[config.mk]
export PLATFORM = sky130hd
export DESIGN_NAME = ubx_nav_frame_parser_top_flat
export DESIGN_NICKNAME = d
export VERILOG_FILES = /design/src/rtl/core/unfp_pkg.sv /design/src/rtl/core/unfp_in_if.sv /design/src/rtl/core/unfp_out_if.sv /design/src/rtl/core/unfp_datapath.sv /design/src/rtl/core/unfp_ctrl.sv /design/src/rtl/core/ubx_nav_frame_parser_top.sv /design/src/flat_wrapper.sv
export SDC_FILE = /design/constraint.sdc
export NUM_CORES = 1
export LEC_CHECK = 0
export BUFFER_PORTS_ARGS = -buffer_cell sky130_fd_sc_hd__buf_4
export CORE_ASPECT_RATIO = 0.6
export CORE_MARGIN = 2
export CORE_UTILIZATION = 50
export DETAILED_ROUTE_END_ITERATION = 7
export HOLD_SLACK_MARGIN = 0.1
export PLACE_DENSITY = 0.7
export SYNTH_ARGS = -nofsm -noshare
export SYNTH_HDL_FRONTEND = slang
export SYNTH_SLANG_ARGS = --single-unit
[constraint.sdc]
create_clock -name clk -period 3.5 [get_ports clk]
set_input_delay 0.525 -clock clk [delete_from_list [all_inputs] [get_ports clk]]
set_output_delay 0.525 -clock clk [all_outputs]
set_load 0.01 [all_outputs]
[src/rtl/core/unfp_pkg.sv]
// Package for the binary GNSS frame parser: widths, frame positions,
// result status codes, register map and controller/datapath bundles.
// No dependencies.
package unfp_pkg;

  localparam int BYTE_W   = 8;
  localparam int POS_W    = 7;
  localparam int LEN_W    = 7;
  localparam int IDX_W    = 6;
  localparam int STATUS_W = 2;

  localparam logic [BYTE_W-1:0] SYNC_FIRST  = 8'hB5;
  localparam logic [BYTE_W-1:0] SYNC_SECOND = 8'h62;

  localparam logic [POS_W-1:0] POS_HUNT    = 7'd0;
  localparam logic [POS_W-1:0] POS_SYNC2   = 7'd1;
  localparam logic [POS_W-1:0] POS_CLASS   = 7'd2;
  localparam logic [POS_W-1:0] POS_ID      = 7'd3;
  localparam logic [POS_W-1:0] POS_LEN_LO  = 7'd4;
  localparam logic [POS_W-1:0] POS_LEN_HI  = 7'd5;
  localparam logic [POS_W-1:0] POS_PAYLOAD = 7'd6;

  localparam logic [STATUS_W-1:0] STATUS_PAYLOAD = 2'd0;
  localparam logic [STATUS_W-1:0] STATUS_EMPTY   = 2'd1;
  localparam logic [STATUS_W-1:0] STATUS_ERROR   = 2'd2;

  localparam int APB_ADDR_W = 3;
  localparam int APB_DATA_W = 32;
  localparam int REG_IDX_W  = APB_ADDR_W - 2;

  localparam logic [REG_IDX_W-1:0] REG_MESSAGE_CLASS   = 1'b0;
  localparam logic [BYTE_W-1:0]    MESSAGE_CLASS_RESET = 8'h01;

  typedef struct packed {
    logic take;
    logic clr_idx;
    logic rd;
    logic load_byte;
    logic load_final;
  } dp_cmd_t;

  typedef struct packed {
    logic at_check_b;
    logic sum_ok;
    logic len_zero;
    logic idx_last;
    logic out_free;
  } dp_status_t;

endpackage

[src/rtl/core/unfp_in_if.sv]
// Input byte channel: valid/ready handshake carrying one received byte.
// Depends on unfp_pkg.
interface unfp_in_if;
  logic                        valid;
  logic                        ready;
  logic [unfp_pkg::BYTE_W-1:0] rx_byte;

  modport source (output valid, output rx_byte, input ready);
  modport sink   (input valid, input rx_byte, output ready);
endinterface

[src/rtl/core/unfp_out_if.sv]
// Result channel: valid/ready handshake carrying one parser result.
// Depends on unfp_pkg.
interface unfp_out_if;
  logic                          valid;
  logic                          ready;
  logic [unfp_pkg::STATUS_W-1:0] status;
  logic [unfp_pkg::BYTE_W-1:0]   message_id;
  logic [unfp_pkg::LEN_W-1:0]    frame_length;
  logic [unfp_pkg::IDX_W-1:0]    byte_index;
  logic [unfp_pkg::BYTE_W-1:0]   payload_byte;
  logic                          last;

  modport source (output valid, output status, output message_id, output frame_length,
                  output byte_index, output payload_byte, output last, input ready);
  modport sink   (input valid, input status, input message_id, input frame_length,
                  input byte_index, input payload_byte, input last, output ready);
endinterface

[src/rtl/core/unfp_datapath.sv]
// Parser datapath: frame position, header fields, Fletcher sums, payload
// buffer memory, emit counter and result output register.
// Depends on unfp_pkg and unfp_out_if.
module unfp_datapath #(
  parameter int MAX_PAYLOAD = 64
) (
  input  logic                        clk,
  input  logic                        rst,
  input  unfp_pkg::dp_cmd_t           cmd,
  output unfp_pkg::dp_status_t        stat,
  input  logic [unfp_pkg::BYTE_W-1:0] rx_byte,
  input  logic [unfp_pkg::BYTE_W-1:0] message_class,
  unfp_out_if.source                  result
);

  localparam int AW = (MAX_PAYLOAD > 1) ? $clog2(MAX_PAYLOAD) : 1;
  localparam logic [unfp_pkg::BYTE_W-1:0] MAX_LEN = unfp_pkg::BYTE_W'(MAX_PAYLOAD);

  logic [unfp_pkg::POS_W-1:0]    pos;
  logic [unfp_pkg::BYTE_W-1:0]   held_id;
  logic [unfp_pkg::LEN_W-1:0]    held_length;
  logic [unfp_pkg::BYTE_W-1:0]   sum_a;
  logic [unfp_pkg::BYTE_W-1:0]   sum_b;
  logic [unfp_pkg::BYTE_W-1:0]   rx_sum_a;
  logic [unfp_pkg::BYTE_W-1:0]   mem [MAX_PAYLOAD];
  logic [unfp_pkg::BYTE_W-1:0]   rd_data;
  logic [unfp_pkg::IDX_W-1:0]    idx;

  logic                          out_valid;
  logic [unfp_pkg::STATUS_W-1:0] out_status;
  logic [unfp_pkg::BYTE_W-1:0]   out_id;
  logic [unfp_pkg::LEN_W-1:0]    out_length;
  logic [unfp_pkg::IDX_W-1:0]    out_index;
  logic [unfp_pkg::BYTE_W-1:0]   out_byte;
  logic                          out_last;

  logic [unfp_pkg::POS_W-1:0]    payload_end;
  logic [unfp_pkg::POS_W-1:0]    pos_ofs;
  logic [AW-1:0]                 wr_addr;
  logic [unfp_pkg::BYTE_W-1:0]   sum_a_add;
  logic [unfp_pkg::BYTE_W-1:0]   sum_b_add;
  logic                          in_payload;

  assign payload_end = unfp_pkg::POS_PAYLOAD + held_length;
  assign pos_ofs     = pos - unfp_pkg::POS_PAYLOAD;
  assign wr_addr     = pos_ofs[AW-1:0];
  assign sum_a_add   = sum_a + rx_byte;
  assign sum_b_add   = sum_b + sum_a_add;
  assign in_payload  = (pos >= unfp_pkg::POS_PAYLOAD) && (pos < payload_end);

  assign stat.at_check_b = pos > payload_end;
  assign stat.sum_ok     = (rx_sum_a == sum_a) && (rx_byte == sum_b);
  assign stat.len_zero   = held_length == '0;
  assign stat.idx_last   = ({1'b0, idx} + unfp_pkg::LEN_W'(1)) == held_length;
  assign stat.out_free   = !out_valid || result.ready;

  always_ff @(posedge clk) begin
    if (rst) begin
      pos         <= unfp_pkg::POS_HUNT;
      held_id     <= '0;
      held_length <= '0;
      sum_a       <= '0;
      sum_b       <= '0;
      rx_sum_a    <= '0;
    end else if (cmd.take) begin
      if (pos == unfp_pkg::POS_HUNT) begin
        pos <= (rx_byte == unfp_pkg::SYNC_FIRST) ? unfp_pkg::POS_SYNC2 : unfp_pkg::POS_HUNT;
      end else if (pos == unfp_pkg::POS_SYNC2) begin
        pos <= (rx_byte == unfp_pkg::SYNC_SECOND) ? unfp_pkg::POS_CLASS : unfp_pkg::POS_HUNT;
      end else if (pos == unfp_pkg::POS_CLASS) begin
        if (rx_byte == message_class) begin
          sum_a <= rx_byte;
          sum_b <= rx_byte;
          pos   <= unfp_pkg::POS_ID;
        end else begin
          pos <= unfp_pkg::POS_HUNT;
        end
      end else if (pos == unfp_pkg::POS_ID) begin
        held_id <= rx_byte;
        sum_a   <= sum_a_add;
        sum_b   <= sum_b_add;
        pos     <= unfp_pkg::POS_LEN_LO;
      end else if (pos == unfp_pkg::POS_LEN_LO) begin
        if (rx_byte > MAX_LEN) begin
          pos <= unfp_pkg::POS_HUNT;
        end else begin
          held_length <= rx_byte[unfp_pkg::LEN_W-1:0];
          sum_a       <= sum_a_add;
          sum_b       <= sum_b_add;
          pos         <= unfp_pkg::POS_LEN_HI;
        end
      end else if (pos == unfp_pkg::POS_LEN_HI) begin
        sum_a <= sum_a_add;
        sum_b <= sum_b_add;
        pos   <= unfp_pkg::POS_PAYLOAD;
      end else if (in_payload) begin
        sum_a <= sum_a_add;
        sum_b <= sum_b_add;
        pos   <= pos + unfp_pkg::POS_W'(1);
      end else if (pos == payload_end) begin
        rx_sum_a <= rx_byte;
        pos      <= pos + unfp_pkg::POS_W'(1);
      end else begin
        pos <= unfp_pkg::POS_HUNT;
      end
    end
  end

  always_ff @(posedge clk) begin
    if (cmd.take && in_payload) begin
      mem[wr_addr] <= rx_byte;
    end
    if (cmd.rd) begin
      rd_data <= mem[idx[AW-1:0]];
    end
  end

  always_ff @(posedge clk) begin
    if (rst) begin
      idx <= '0;
    end else if (cmd.clr_idx) begin
      idx <= '0;
    end else if (cmd.load_byte) begin
      idx <= idx + unfp_pkg::IDX_W'(1);
    end
  end

  always_ff @(posedge clk) begin
    if (rst) begin
      out_valid <= 1'b0;
    end else if (cmd.load_byte || cmd.load_final) begin
      out_valid <= 1'b1;
    end else if (result.ready) begin
      out_valid <= 1'b0;
    end
  end

  always_ff @(posedge clk) begin
    if (cmd.load_byte) begin
      out_status <= unfp_pkg::STATUS_PAYLOAD;
      out_id     <= held_id;
      out_length <= held_length;
      out_index  <= idx;
      out_byte   <= rd_data;
      out_last   <= stat.idx_last;
    end else if (cmd.load_final) begin
      out_status <= stat.sum_ok ? unfp_pkg::STATUS_EMPTY : unfp_pkg::STATUS_ERROR;
      out_id     <= held_id;
      out_length <= held_length;
      out_index  <= '0;
      out_byte   <= '0;
      out_last   <= 1'b1;
    end
  end

  assign result.valid        = out_valid;
  assign result.status       = out_status;
  assign result.message_id   = out_id;
  assign result.frame_length = out_length;
  assign result.byte_index   = out_index;
  assign result.payload_byte = out_byte;
  assign result.last         = out_last;

endmodule

[src/rtl/core/unfp_ctrl.sv]
// Parser controller: byte intake, frame end decision and payload emit
// sequencing (read buffer, then load result register).
// Depends on unfp_pkg.
module unfp_ctrl (
  input  logic                 clk,
  input  logic                 rst,
  input  logic                 in_valid,
  output logic                 in_ready,
  input  unfp_pkg::dp_status_t stat,
  output unfp_pkg::dp_cmd_t    cmd
);

  localparam logic [1:0] S_RECV = 2'd0;
  localparam logic [1:0] S_READ = 2'd1;
  localparam logic [1:0] S_LOAD = 2'd2;

  logic [1:0] state;
  logic [1:0] state_next;

  always_comb begin
    state_next = state;
    cmd        = '0;
    in_ready   = 1'b0;
    case (state)
      S_RECV: begin
        in_ready = stat.out_free;
        cmd.take = in_valid && stat.out_free;
        if (cmd.take && stat.at_check_b) begin
          if (stat.sum_ok && !stat.len_zero) begin
            cmd.clr_idx = 1'b1;
            state_next  = S_READ;
          end else begin
            cmd.load_final = 1'b1;
          end
        end
      end
      S_READ: begin
        cmd.rd     = 1'b1;
        state_next = S_LOAD;
      end
      S_LOAD: begin
        if (stat.out_free) begin
          cmd.load_byte = 1'b1;
          state_next    = stat.idx_last ? S_RECV : S_READ;
        end
      end
      default: begin
        state_next = S_RECV;
      end
    endcase
  end

  always_ff @(posedge clk) begin
    if (rst) begin
      state <= S_RECV;
    end else begin
      state <= state_next;
    end
  end

endmodule

[src/rtl/core/ubx_nav_frame_parser_top.sv]
// Binary GNSS frame parser top level: APB class register, controller and datapath.
// Depends on unfp_pkg, unfp_in_if, unfp_out_if, unfp_ctrl, unfp_datapath.
// Throughput: one byte per cycle while receiving and the result register is free; a good frame
// then emits its payload byte by byte, a registered read of the payload buffer followed by a
// load into the result register. An error or empty-frame result is valid in the cycle after the
// last checksum byte; the first payload result after the read and load. Input stalls during emission.
// Reset (rst, synchronous): parser hunts for sync, no result pending, class = 1;
// the payload buffer is not cleared.
module ubx_nav_frame_parser_top #(
  parameter int MAX_PAYLOAD = 64
) (
  input  logic                            clk,
  input  logic                            rst,
  input  logic                            psel,
  input  logic                            penable,
  input  logic                            pwrite,
  input  logic [unfp_pkg::APB_ADDR_W-1:0] paddr,
  input  logic [unfp_pkg::APB_DATA_W-1:0] pwdata,
  output logic [unfp_pkg::APB_DATA_W-1:0] prdata,
  output logic                            pready,
  unfp_in_if.sink                         rx,
  unfp_out_if.source                      result
);

  logic [unfp_pkg::BYTE_W-1:0]    message_class;
  logic [unfp_pkg::REG_IDX_W-1:0] reg_idx;
  logic                           in_ready;
  unfp_pkg::dp_cmd_t              cmd;
  unfp_pkg::dp_status_t           stat;

  assign pready  = 1'b1;
  assign reg_idx = paddr[unfp_pkg::APB_ADDR_W-1:2];

  always_ff @(posedge clk) begin
    if (rst) begin
      message_class <= unfp_pkg::MESSAGE_CLASS_RESET;
    end else if (psel && penable && pwrite && pready
                 && reg_idx == unfp_pkg::REG_MESSAGE_CLASS) begin
      message_class <= pwdata[unfp_pkg::BYTE_W-1:0];
    end
  end

  assign prdata = (reg_idx == unfp_pkg::REG_MESSAGE_CLASS)
                ? unfp_pkg::APB_DATA_W'(message_class) : '0;

  assign rx.ready = in_ready;

  unfp_ctrl u_ctrl (
    .clk      (clk),
    .rst      (rst),
    .in_valid (rx.valid),
    .in_ready (in_ready),
    .stat     (stat),
    .cmd      (cmd)
  );

  unfp_datapath #(
    .MAX_PAYLOAD (MAX_PAYLOAD)
  ) u_datapath (
    .clk           (clk),
    .rst           (rst),
    .cmd           (cmd),
    .stat          (stat),
    .rx_byte       (rx.rx_byte),
    .message_class (message_class),
    .result        (result)
  );

endmodule

[src/flat_wrapper.sv]
// flat-port wrapper written by rule: the top's interface ports become plain ports
module ubx_nav_frame_parser_top_flat 
#(
  parameter int MAX_PAYLOAD = 64
)
  (clk, rst, psel, penable, pwrite, paddr, pwdata, prdata, pready, rx_valid, rx_rx_byte, rx_ready, result_valid, result_status, result_message_id, result_frame_length, result_byte_index, result_payload_byte, result_last, result_ready);
  unfp_in_if rx_i ();
  unfp_out_if result_i ();
  input  logic clk;
  input  logic rst;
  input  logic psel;
  input  logic penable;
  input  logic pwrite;
  input  logic [unfp_pkg::APB_ADDR_W-1:0] paddr;
  input  logic [unfp_pkg::APB_DATA_W-1:0] pwdata;
  output logic [unfp_pkg::APB_DATA_W-1:0] prdata;
  output logic pready;
  input wire logic [$bits(rx_i.valid)-1:0] rx_valid;
  input wire logic [$bits(rx_i.rx_byte)-1:0] rx_rx_byte;
  output wire logic [$bits(rx_i.ready)-1:0] rx_ready;
  output wire logic [$bits(result_i.valid)-1:0] result_valid;
  output wire logic [$bits(result_i.status)-1:0] result_status;
  output wire logic [$bits(result_i.message_id)-1:0] result_message_id;
  output wire logic [$bits(result_i.frame_length)-1:0] result_frame_length;
  output wire logic [$bits(result_i.byte_index)-1:0] result_byte_index;
  output wire logic [$bits(result_i.payload_byte)-1:0] result_payload_byte;
  output wire logic [$bits(result_i.last)-1:0] result_last;
  input wire logic [$bits(result_i.ready)-1:0] result_ready;
  assign rx_i.valid = rx_valid;
  assign rx_i.rx_byte = rx_rx_byte;
  assign rx_ready = rx_i.ready;
  assign result_valid = result_i.valid;
  assign result_status = result_i.status;
  assign result_message_id = result_i.message_id;
  assign result_frame_length = result_i.frame_length;
  assign result_byte_index = result_i.byte_index;
  assign result_payload_byte = result_i.payload_byte;
  assign result_last = result_i.last;
  assign result_i.ready = result_ready;
  ubx_nav_frame_parser_top #(.MAX_PAYLOAD(MAX_PAYLOAD)) u_core (.clk(clk), .rst(rst), .psel(psel), .penable(penable), .pwrite(pwrite), .paddr(paddr), .pwdata(pwdata), .prdata(prdata), .pready(pready), .rx(rx_i), .result(result_i));
endmodule
# Word-level counts from Yosys, hierarchy flattened
# Memory sizes are Yosys's and may differ from the RTL's. A register that Yosys moved wholly into a read port is not among the register bits.
# Cells that the tools add are included.
[totals]
ff_bits = 95
ram_bits = 512
input_bits = 50
n_memories = 1
[mem_list]
columns = ["memory", "words", "word_bits", "rd", "rd_clocked_by_memory_dff", "wr", "line", "text"]
rows = [
  ["u_core.u_datapath.mem", 64, 8, 1, 1, 1, "unfp_datapath.sv:25", "logic [unfp_pkg::BYTE_W-1:0] mem [MAX_PAYLOAD];"],
]
[op_classes]
add_sub_neg = 7
magnitude_cmp = 4
eq_ne = 19
muxes = 56
n_bitwise = 9
n_reduce_logical = 25
[op_table]
columns = ["operator", "n"]
rows = [
  ["2-to-1 mux 8 bit", 18],
  ["2-to-1 mux 7 bit", 10],
  ["== test 8 bit", 3],
  ["2-to-1 mux 1 bit", 17],
  ["adder 8 bit", 2],
  ["== test 7 x 2 -> 1 bit, second input constant", 2],
  ["== test 7 x 3 -> 1 bit, second input constant", 2],
  ["== test 7 bit", 2],
  ["logical NOT 7 bit", 2],
  ["2-to-1 mux 2 bit", 7],
  ["2-to-1 mux 6 bit", 2],
  ["logical AND 1 bit", 9],
  ["inverter 1 bit", 9],
  ["AND reduction 9 bit", 1],
  ["== test 8 x 7 -> 1 bit, second input constant", 1],
  ["== test 8 bit, second input constant", 1],
  ["greater-than comparator 8 x 7 -> 1 bit, second input constant", 1],
  ["adder 3 x 7 -> 7 bit, first input constant", 1],
  ["adder 6 x 1 -> 7 bit, second input constant", 1],
  ["adder 7 x 1 -> 7 bit, second input constant", 1],
  ["== test 7 x 1 -> 1 bit, second input constant", 1],
  [">= comparator 7 x 3 -> 1 bit, second input constant", 1],
  ["greater-than comparator 7 bit", 1],
  ["< comparator 7 bit", 1],
  ["other kinds (19)", 24],
]

# Longest topological paths before layout
# Gate-level depths: netlist of run 1.
[logic_depth]
ltp_word = 10
mapped_depth = 15
ltp_nobuf = 15

# Hierarchy
# Synthesis of run 1 repeated with hierarchy kept, for this count alone.
[unflattened]
cells_unflattened = 1447
hier_area_um2 = 25624.6
[by_module_without_submodules]
columns = ["module", "instances", "cells_per_inst", "area_per_inst_um2"]
rows = [
  ["unfp_datapath", 1, 1358, 24838.8],
  ["ubx_nav_frame_parser_top", 1, 70, 625.6],
  ["unfp_ctrl", 1, 19, 160.2],
]

# Worst setup path after synthesis of run 1
# No wires, ideal clock.
[synth_timing]
path_kind = "reg-to-reg"
start = "register u_core.u_datapath.held_length[5] in the netlist's numbering"
end = "memory u_core.u_datapath.mem[53][0] in the netlist's numbering (enable)"
setup_time_ns = 0.370
t_arrival_ns = 3.093
required_time_ns = 3.130
path_slack_ns = 0.037
path_stages_with_launch = 12
path_buffers = 2
synth_period_minus_slack_ns = 3.463
cell_sequence = "dfxtp_1 -> clkbuf_1 -> o2111ai_1 -> xor2_1 -> ha_1 -> and3_1 -> a221o_1 -> or3_1 -> buf_2 -> nor2_1 -> nand4b_1 -> nor2_1"
[synth_via]
elab_chain_cells = 6
[synth_rtl]
columns = ["item", "line", "text"]
rows = [
  ["start, declared", "unfp_datapath.sv:21", "logic [unfp_pkg::LEN_W-1:0] held_length;"],
  ["start signal, assigned", "unfp_datapath.sv:87", "held_length <= rx_byte[unfp_pkg::LEN_W-1:0];"],
  ["adder 3 x 7 -> 7 bit", "unfp_datapath.sv:44", "assign payload_end = unfp_pkg::POS_PAYLOAD + held_length;"],
  ["< comparator 7 bit", "unfp_datapath.sv:49", "assign in_payload = (pos >= unfp_pkg::POS_PAYLOAD) && (pos < payload_end);"],
  ["logical AND 1 bit", "unfp_datapath.sv:49", ""],
  ["logical AND 1 bit", "unfp_datapath.sv:110", "if (cmd.take && in_payload) begin"],
  ["2-to-1 mux 1 bit", "unfp_datapath.sv:110", ""],
  ["2-to-1 mux 1 bit (not written as such)", "unfp_datapath.sv:111", "mem[wr_addr] <= rx_byte;"],
  ["end, declared", "unfp_datapath.sv:25", ""],
]
# No other way between the ends.

# Final worst setup path of run 1
[layout_timing]
start = "register u_core.u_datapath.held_length[2] in the netlist's numbering"
end = "memory u_core.u_datapath.mem[2][0] in the netlist's numbering (enable)"
# Same word-level chain as after synthesis.

==> impl_metrics.sql, run 1 <==
INSERT INTO impl_metrics (metric_group, metric, value, unit) VALUES
('cells_and_area', 'drive_gt1_frac', '0.280', ''),
('yosys', 'count_of_state_elements_after_synthesis', '615', ''),
('clock_network', 'clk_lat_worst_skew', '610', 'ps'),
('cells_and_area', 'area_growth_syn_to_layout', '15.3', '%'),
('die', 'die_width', '296', 'um'),
('worst_setup_path', 'reg2reg_setup_slack', '170', 'ps'),
('die', 'io-pin-count', '117', ''),
('pwr', 'power.density', '486', 'mW/mm2'),
('detailed_routing', 'met3RoutedLength', '6.16', 'mm'),
('worst_setup_path', 'worstPathArrival', '3640', 'ps'),
('global_routing', 'gr-usage-all-layers', '0.232', ''),
('detailed_routing', 'detail_route.vias_per_cell', '5.91', ''),
('timing', 'setup_viol', '0', ''),
('timing', 'final_setup_margin', '166', 'ps'),
('global_routing', 'antenna_found_initial', '2', ''),
('status', 'run_status', 'completed', ''),
('detailed_routing', 'met1Wirelength', '26.5', 'mm'),
('place', 'dpl.hpwl', '38.5', 'mm'),
('worst_hold_path', 'timing.hold.worst.class', 'in2reg', ''),
('global_routing', 'grt_overflow_total', '0', ''),
('clock_network', 'clk_root_buffer_cell', 'clkbuf_16', ''),
('die', 'starting_density_of_the_core', '0.503', ''),
('yosys', 'synthDominantCellAreaShare', '0.647', ''),
('place', 'routabilityCongestion', '0.854', ''),
('timing', 'timing_max_transition_violations_final', '0', ''),
('clock_network', 'cts_num_sinks', '615', ''),
('pwr', 'netSwitchingFraction', '0.202', ''),
('worst_setup_path', 'cpLargestDelayFamily', 'simple AND/OR/NAND/NOR gates', ''),
('pwr', 'cell_internal_pwr', '11.4', 'mW'),
('yosys', 'dominantRegCellSynth', 'edfxtp_1', ''),
('worst_setup_path', 'critical_path.slowest_cell', 'or3_4', ''),
('cells_and_area', 'num-fill-cells', '3776', ''),
('worst_setup_path', 'worst-endpoint-required', '3810', 'ps'),
('die', 'die_area', '0.0529', 'mm2'),
('timing', 'final-hold-violation-count', '0', ''),
('pwr', 'switchingPower', '2.89', 'mW'),
('place', 'post-place-ws', '-44.8', 'ps'),
('pwr', 'power.share.combinational', '0.019', ''),
('yosys', 'yosysSeqAreaShare', '0.698', ''),
('pwr', 'share_seq_of_total_power', '0.557', ''),
('cells_and_area', 'antenna_cell_count', '0', ''),
('pwr', 'irDropWorstVdd', '0.445', 'mV'),
('detailed_routing', 'top_layer_used', 'met4', ''),
('yosys', 'synthesis.yosys.warnings', '0', ''),
('timing', 'fmax', '300', 'MHz'),
('die', 'rows', '64', ''),
('global_routing', 'number_of_global_route_vias_before_repair', '13616', ''),
('yosys', 'post_synth_num_cell_types', '57', ''),
('cells_and_area', 'nets', '1691', ''),
('worst_setup_path', 'worst_path_buf_inv', '3', ''),
('yosys', 'average_cell_area_after_synthesis', '17.7', 'um2'),
('worst_setup_path', 'worstSetupStartpointType', 'flop', ''),
('clock_network', 'ctsHtreeMaxLevel', '2', ''),
('global_routing', 'wire_length_of_the_first_global_routing_pass', '89.2', 'mm'),
('timing', 'min_period_over_period', '0.953', ''),
('detailed_routing', 'antenna_left', '0', ''),
('pwr', 'power.leakage', '9.54', 'nW'),
('detailed_routing', 'routed_wire_length_on_met2', '26.5', 'mm'),
('clock_network', 'cts_tree', 'yes', ''),
('clock_network', 'holdBufCountCts', '0', ''),
('global_routing', 'pin_count_of_the_biggest_net_entering_global_routing', '72', ''),
('clock_network', 'clk_pin_slew_worst_paths', '70', 'ps'),
('cells_and_area', 'layout_commonest_cell', 'edfxtp_1', ''),
('die', 'dieHeight', '179', 'um'),
('worst_setup_path', 'cp-end-kind', 'flop', ''),
('die', 'core_area', '0.0507', 'mm2'),
('yosys', 'synth_largest_area_cell', 'edfxtp_1', ''),
('pwr', 'clockPowerShare', '0.424', ''),
('timing', 'timing.slew.headroom', '0.277', ''),
('cells_and_area', 'final_cell_mix', 'edfxtp_1, buf_4, mux4_2', ''),
('yosys', 'synthesis.area', '0.0255', 'mm2');
## cells by family after synthesis
family                     count (synthesis)  share of synthesized area
and+or+nand+nor                          326                     0.0609
xor gates and xnor gates                  53                     0.0187
other                                      2                   0.000294
muxes                                    196                      0.157
AOI/OAI and AO/OA                        100                     0.0256
DFF                                      615                      0.698
adders and majority gates                 29                     0.0148
buffers and inverters                    124                     0.0247
## per-stage QoR
stage / instances / instance area (um2) / utilization / hold slack [ps] / setup TNS (ps)
2_1_floorplan: 1468 / 25600 / - / 406 / 0
3_3_place_gp: 2249 / 27500 / 0.543 / 415 / 0
3_5_place_dp: 2249 / 27500 / 0.543 / 421 / -1780
4_1_cts: 2347 / 29300 / 0.579 / 119 / 0
5_1_grt: 2348 / 29400 / 0.581 / 134 / -17.3
6_report: 2348 / 29400 / 0.581 / 139 / 0
## area by class of cell
class	count	area [um2]	area share
inverter	14	52.6	0.00179
timing repair buffer	199	1670	0.0568
multi-input combinational	729	7230	0.246
clock inverter	33	379	0.0129
clock buffer	65	1400	0.0477
sequential	615	17800	0.606
tap	693	867	0.0295
## synthesized netlist by cell type, types with 24 or more instances
cell type	instances
edfxtp_1	550
mux4_2	163
nor2_1	131
dfxtp_1	65
nand2_1	65
clkbuf_1	48
buf_4	36
mux2i_1	33
a21oi_1	32
xor2_1	28
ha_1	27
nand3_1	26
xnor2_1	24
## final timing paths
| path | startpoint | endpoint | cells after the start |
|---|---|---|---|
| hold reg to reg | u_core.u_datapath.held_id[6] | u_core.u_datapath.result.message_id[6] | 0 |
| setup / recovery | u_core.u_datapath.held_length[2] | u_core.u_datapath.mem[2][0] | 13 |
| hold / removal | pwdata[0] | u_core.message_class[0] | 3 |
| setup reg to reg | u_core.u_datapath.held_length[2] | u_core.u_datapath.mem[2][0] | 13 |
## per-layer routing
metal,up-vias,track usage
li1,5999,-
met3,70,0.0673
met5,-,0
met4,0,0.0383
met1,7202,0.353
met2,594,0.337
## state kept, by name, indices dropped and copies added, names as in the netlist, 6 cells and up
name	count
u_core.u_datapath.result.message_id	8
u_core.u_datapath.mem	512
u_core.u_datapath.held_length	7
u_core.u_datapath.held_id	8
u_core.u_datapath.sum_b	8
u_core.u_datapath.result.payload_byte	8
u_core.message_class	8
u_core.u_datapath.rx_sum_a	8
u_core.u_datapath.result.byte_index	6
u_core.u_datapath.idx	6
u_core.u_datapath.result.frame_length	7
u_core.u_datapath.pos	7
u_core.u_datapath.rd_data	8
u_core.u_datapath.sum_a	8
## timing repair
item                       4_1_cts  5_1_grt
setup buffers                    0        1
hold endpoints to repair         0        0
gates resized for setup          6       26
setup endpoints to repair      115      506
pin swaps                        1        6
## tightest hold or removal path, stage by stage
cell and delay, ps:
buf_4 80, nand2_1 40, nand3b_1 70
## power groups by stage
| stage | combinational (mW) | clock (mW) | sequential (mW) |
|---|---|---|---|
| finish | 0.271 | 6.07 | 7.98 |
| global route | 0.295 | 6.43 | 7.97 |
| CTS | 0.269 | 6.15 | 7.98 |
| detailed placement | 0.267 | 0 | 8.14 |
| global placement | 0.256 | 0 | 8.14 |
| floorplan | 0.116 | 0 | 8.14 |
No activity file was read; power rests on OpenSTA's default activity.
==> inputs of run 2 (changes only) <==
--- a/config.mk
+++ b/config.mk
@@ -9,9 +9,10 @@
 export CORE_ASPECT_RATIO = 0.6
 export CORE_MARGIN = 2
 export CORE_UTILIZATION = 50
+export CTS_CLUSTER_SIZE = 20
 export DETAILED_ROUTE_END_ITERATION = 7
 export HOLD_SLACK_MARGIN = 0.1
-export PLACE_DENSITY = 0.7
+export PLACE_DENSITY = 0.67
 export SYNTH_ARGS = -nofsm -noshare
 export SYNTH_HDL_FRONTEND = slang
 export SYNTH_SLANG_ARGS = --single-unit
==> constraint.sdc (replaced) <==
create_clock -name clk -period 4.2 [get_ports clk]
set_input_delay 0.63 -clock clk [delete_from_list [all_inputs] [get_ports clk]]
set_output_delay 0.63 -clock clk [all_outputs]
set_load 0.01 [all_outputs]
==> impl_metrics.sql, run 2 (same netlist as run 1, synthesis figures left out) <==
INSERT INTO impl_metrics (metric_group, metric, value, unit) VALUES
('worst_setup_path', 'crit_type', 'reg2reg', ''),
('timing', 'timing_max_transition_violations_final', '0', ''),
('clock_network', 'number_of_buffers_inserted_to_repair_setup_after_cts', '0', ''),
('worst_hold_path', 'worstHoldStart', 'pwdata[0]', ''),
('clock_network', 'cts-root-to-sink-buffers', '3', ''),
('detailed_routing', 'detail_route.vias_per_cell', '5.83', ''),
('pwr', 'power.density', '409', 'mW/mm2'),
('cells_and_area', 'top_register', 'u_core.u_datapath.mem', ''),
('global_routing', 'pin_count_of_the_biggest_net_entering_global_routing', '74', ''),
('global_routing', 'number_of_global_route_vias_before_repair', '13057', ''),
('clock_network', 'cts.repair.resized', '0', ''),
('cells_and_area', 'final_cell_mix', 'edfxtp_1, buf_4, mux4_2', ''),
('detailed_routing', 'wl', '58.5', 'mm'),
('pwr', 'power.share.combinational', '0.018', ''),
('pwr', 'netSwitchingFraction', '0.199', ''),
('worst_setup_path', 'critical_path.startpoint', 'u_core.u_datapath.held_length[1]', ''),
('clock_network', 'cts_tree', 'yes', ''),
('cells_and_area', 'nets', '1664', ''),
('worst_setup_path', 'critPathMaxFanout', '8', ''),
('clock_network', 'holdBufCountCts', '0', ''),
('detailed_routing', 'initialDrtViolationCount', '1553', ''),
('die', 'die_area', '0.0529', 'mm2'),
('cells_and_area', 'area_growth_syn_to_layout', '13.9', '%'),
('place', 'post-place-ws', '327', 'ps'),
('die', 'starting_density_of_the_core', '0.503', ''),
('place', 'routabilityCongestion', '0.843', ''),
('pwr', 'power.leakage', '9.38', 'nW'),
('die', 'core_area', '0.0507', 'mm2'),
('worst_hold_path', 'timing.hold.worst.class', 'in2reg', ''),
('detailed_routing', 'detail_route.wl_per_cell', '25.2', 'um'),
('worst_setup_path', 'crit_path_cell_trace', 'inv_1 > ha_1 > nor2_1 > xnor2_1 > ha_1 > a21o_1 > a221o_1 > or3_1 > nor3_2 > nand2_1 > nor2_1 > buf_4', ''),
('die', 'die_width', '296', 'um'),
('timing', 'max_slew.worst_pin.slew', '989', 'ps'),
('detailed_routing', 'drt_pre_antenna_iters', '5', ''),
('pwr', 'cell_internal_pwr', '9.52', 'mW'),
('timing', 'final_setup_margin', '264', 'ps'),
('place', 'dpl_cell_area', '0.0273', 'mm2'),
('cells_and_area', 'largest_register_ffs', '512', ''),
('die', 'rows', '64', ''),
('flow_run', 'max_cap_violations', '0', ''),
('detailed_routing', 'post-route-drc-count', '0', ''),
('cells_and_area', 'drive_gt1_frac', '0.262', ''),
('worst_setup_path', 'cpLargestDelayFamily', 'simple AND/OR/NAND/NOR gates', ''),
('clock_network', 'cts_num_sinks', '615', ''),
('worst_setup_path', 'rr_startpoint', 'u_core.u_datapath.held_length[1]', ''),
('pwr', 'irDropWorstVdd', '0.280', 'mV'),
('timing', 'timing.slew.headroom', '0.341', ''),
('cells_and_area', 'num-fill-cells', '3791', ''),
('worst_setup_path', 'worst_path_buf_inv', '2', ''),
('cells_and_area', 'final_core_utilization', '0.574', ''),
('timing', 'finClkSkew', '22.2', 'ps'),
('global_routing', 'gr-usage-all-layers', '0.226', ''),
('pwr', 'clockPowerShare', '0.422', ''),
('timing', 'final.setup.tns', '0', 'ps'),
('pwr', 'share_seq_of_total_power', '0.559', ''),
('timing', 'unrepaired_setup_endpoints_after_global_routing', 'false', ''),
('clock_network', 'total_cts_buffers', '54', ''),
('place', 'dpl.hpwl', '37.5', 'mm'),
('global_routing', 'antenna_found_initial', '1', ''),
('worst_setup_path', 'cp-end-kind', 'flop', ''),
('worst_setup_path', 'critPathMaxStageDelay', '520', 'ps'),
('cells_and_area', 'design_area', '0.0291', 'mm2'),
('die', 'io-pin-count', '117', ''),
('die', 'dieHeight', '179', 'um'),
('cells_and_area', 'layout_commonest_cell', 'edfxtp_1', ''),
('worst_setup_path', 'worstPathArrival', '4240', 'ps'),
('place', 'placed_cells', '2222', ''),
('clock_network', 'ctsHtreeMaxLevel', '2', ''),
('cells_and_area', 'post_route_non_filler_standard_cell_count', '2325', ''),
('clock_network', 'clk_pin_slew_worst_paths', '70', 'ps'),
('pwr', 'switchingPower', '2.37', 'mW'),
('worst_setup_path', 'worstSetupStartpointType', 'flop', ''),
('clock_network', 'clk_lat_worst_skew', '600', 'ps'),
('timing', 'final-hold-violation-count', '0', ''),
('detailed_routing', 'via_count', '13546', ''),
('timing', 'fmax', '254', 'MHz'),
('global_routing', 'grt_overflow_total', '0', ''),
('worst_setup_path', 'critical_path.slowest_cell', 'dfxtp_1', ''),
('status', 'run_status', 'completed', ''),
('clock_network', 'clk_root_buffer_cell', 'clkbuf_16', ''),
('timing', 'min_period_over_period', '0.937', ''),
('global_routing', 'wire_length_of_the_first_global_routing_pass', '86.1', 'mm'),
('detailed_routing', 'antenna_left', '0', ''),
('worst_setup_path', 'worst-endpoint-required', '4510', 'ps'),
('timing', 'setup_viol', '0', ''),
('timing', 'layout_min_cycle_time', '3940', 'ps'),
('place', 'io_buffer_count', '65', '');
==> run 2: power groups by stage <==
stage               sequential (mW)  combinational [mW]  clock [mW]
floorplan                      6.78              0.0964           0
global placement               6.78               0.209           0
detailed placement             6.78               0.218           0
CTS                            6.65               0.218        5.11
global route                   6.65               0.237        5.37
finish                         6.65               0.218        5.02
==> run 2: metrics by stage <==
step,power [mW],hold slack (ps)
floorplan,6.88,406
global placement,6.99,414
detailed placement,7.00,416
CTS,12.0,250
global route,12.2,271
finish,11.9,267
==> run 2: worst reg2reg max path: cells and delay by family, from the launching register on <==
family	cells	cell delay [ps]
adders and majority gates	2	500
and+or+nand+nor	5	1640
buffers and inverters	2	300
AOI/OAI and AO/OA	2	540
DFF	1	520
xor gates and xnor gates	1	140
==> run 2: routing by layer <==
metal | vias to the layer above | track usage | share of wire
met3 | 56 | 0.0597 | 0.10
met4 | 0 | 0.0381 | 0.012
met2 | 526 | 0.315 | 0.43
met1 | 7017 | 0.359 | 0.46
li1 | 5947 | - | -
met5 | - | 0 | 0
==> run 2: path summary, 6_finish.rpt <==
path	slack, ps	cells after the start	end
setup reg to reg	260	12	u_core.u_datapath.mem[18][6]
setup / recovery	260	12	u_core.u_datapath.mem[18][6]
hold / removal	270	3	u_core.message_class[0]
hold reg to reg	430	0	u_core.u_datapath.result.message_id[0]
==> run 2: cell type report <==
| cell class | count | area [um2] | area share |
|---|---|---|---|
| Sequential cell | 615 | 17800 | 0.613 |
| Timing Repair Buffer | 171 | 1350 | 0.0463 |
| Tap cell | 693 | 867 | 0.0298 |
| Antenna cell | 2 | 5.00 | 0.000172 |
| Multi-Input combinational cell | 729 | 7170 | 0.247 |
| Inverter | 14 | 52.6 | 0.00181 |
| Clock buffer | 75 | 1550 | 0.0532 |
| Clock inverter | 26 | 255 | 0.00878 |
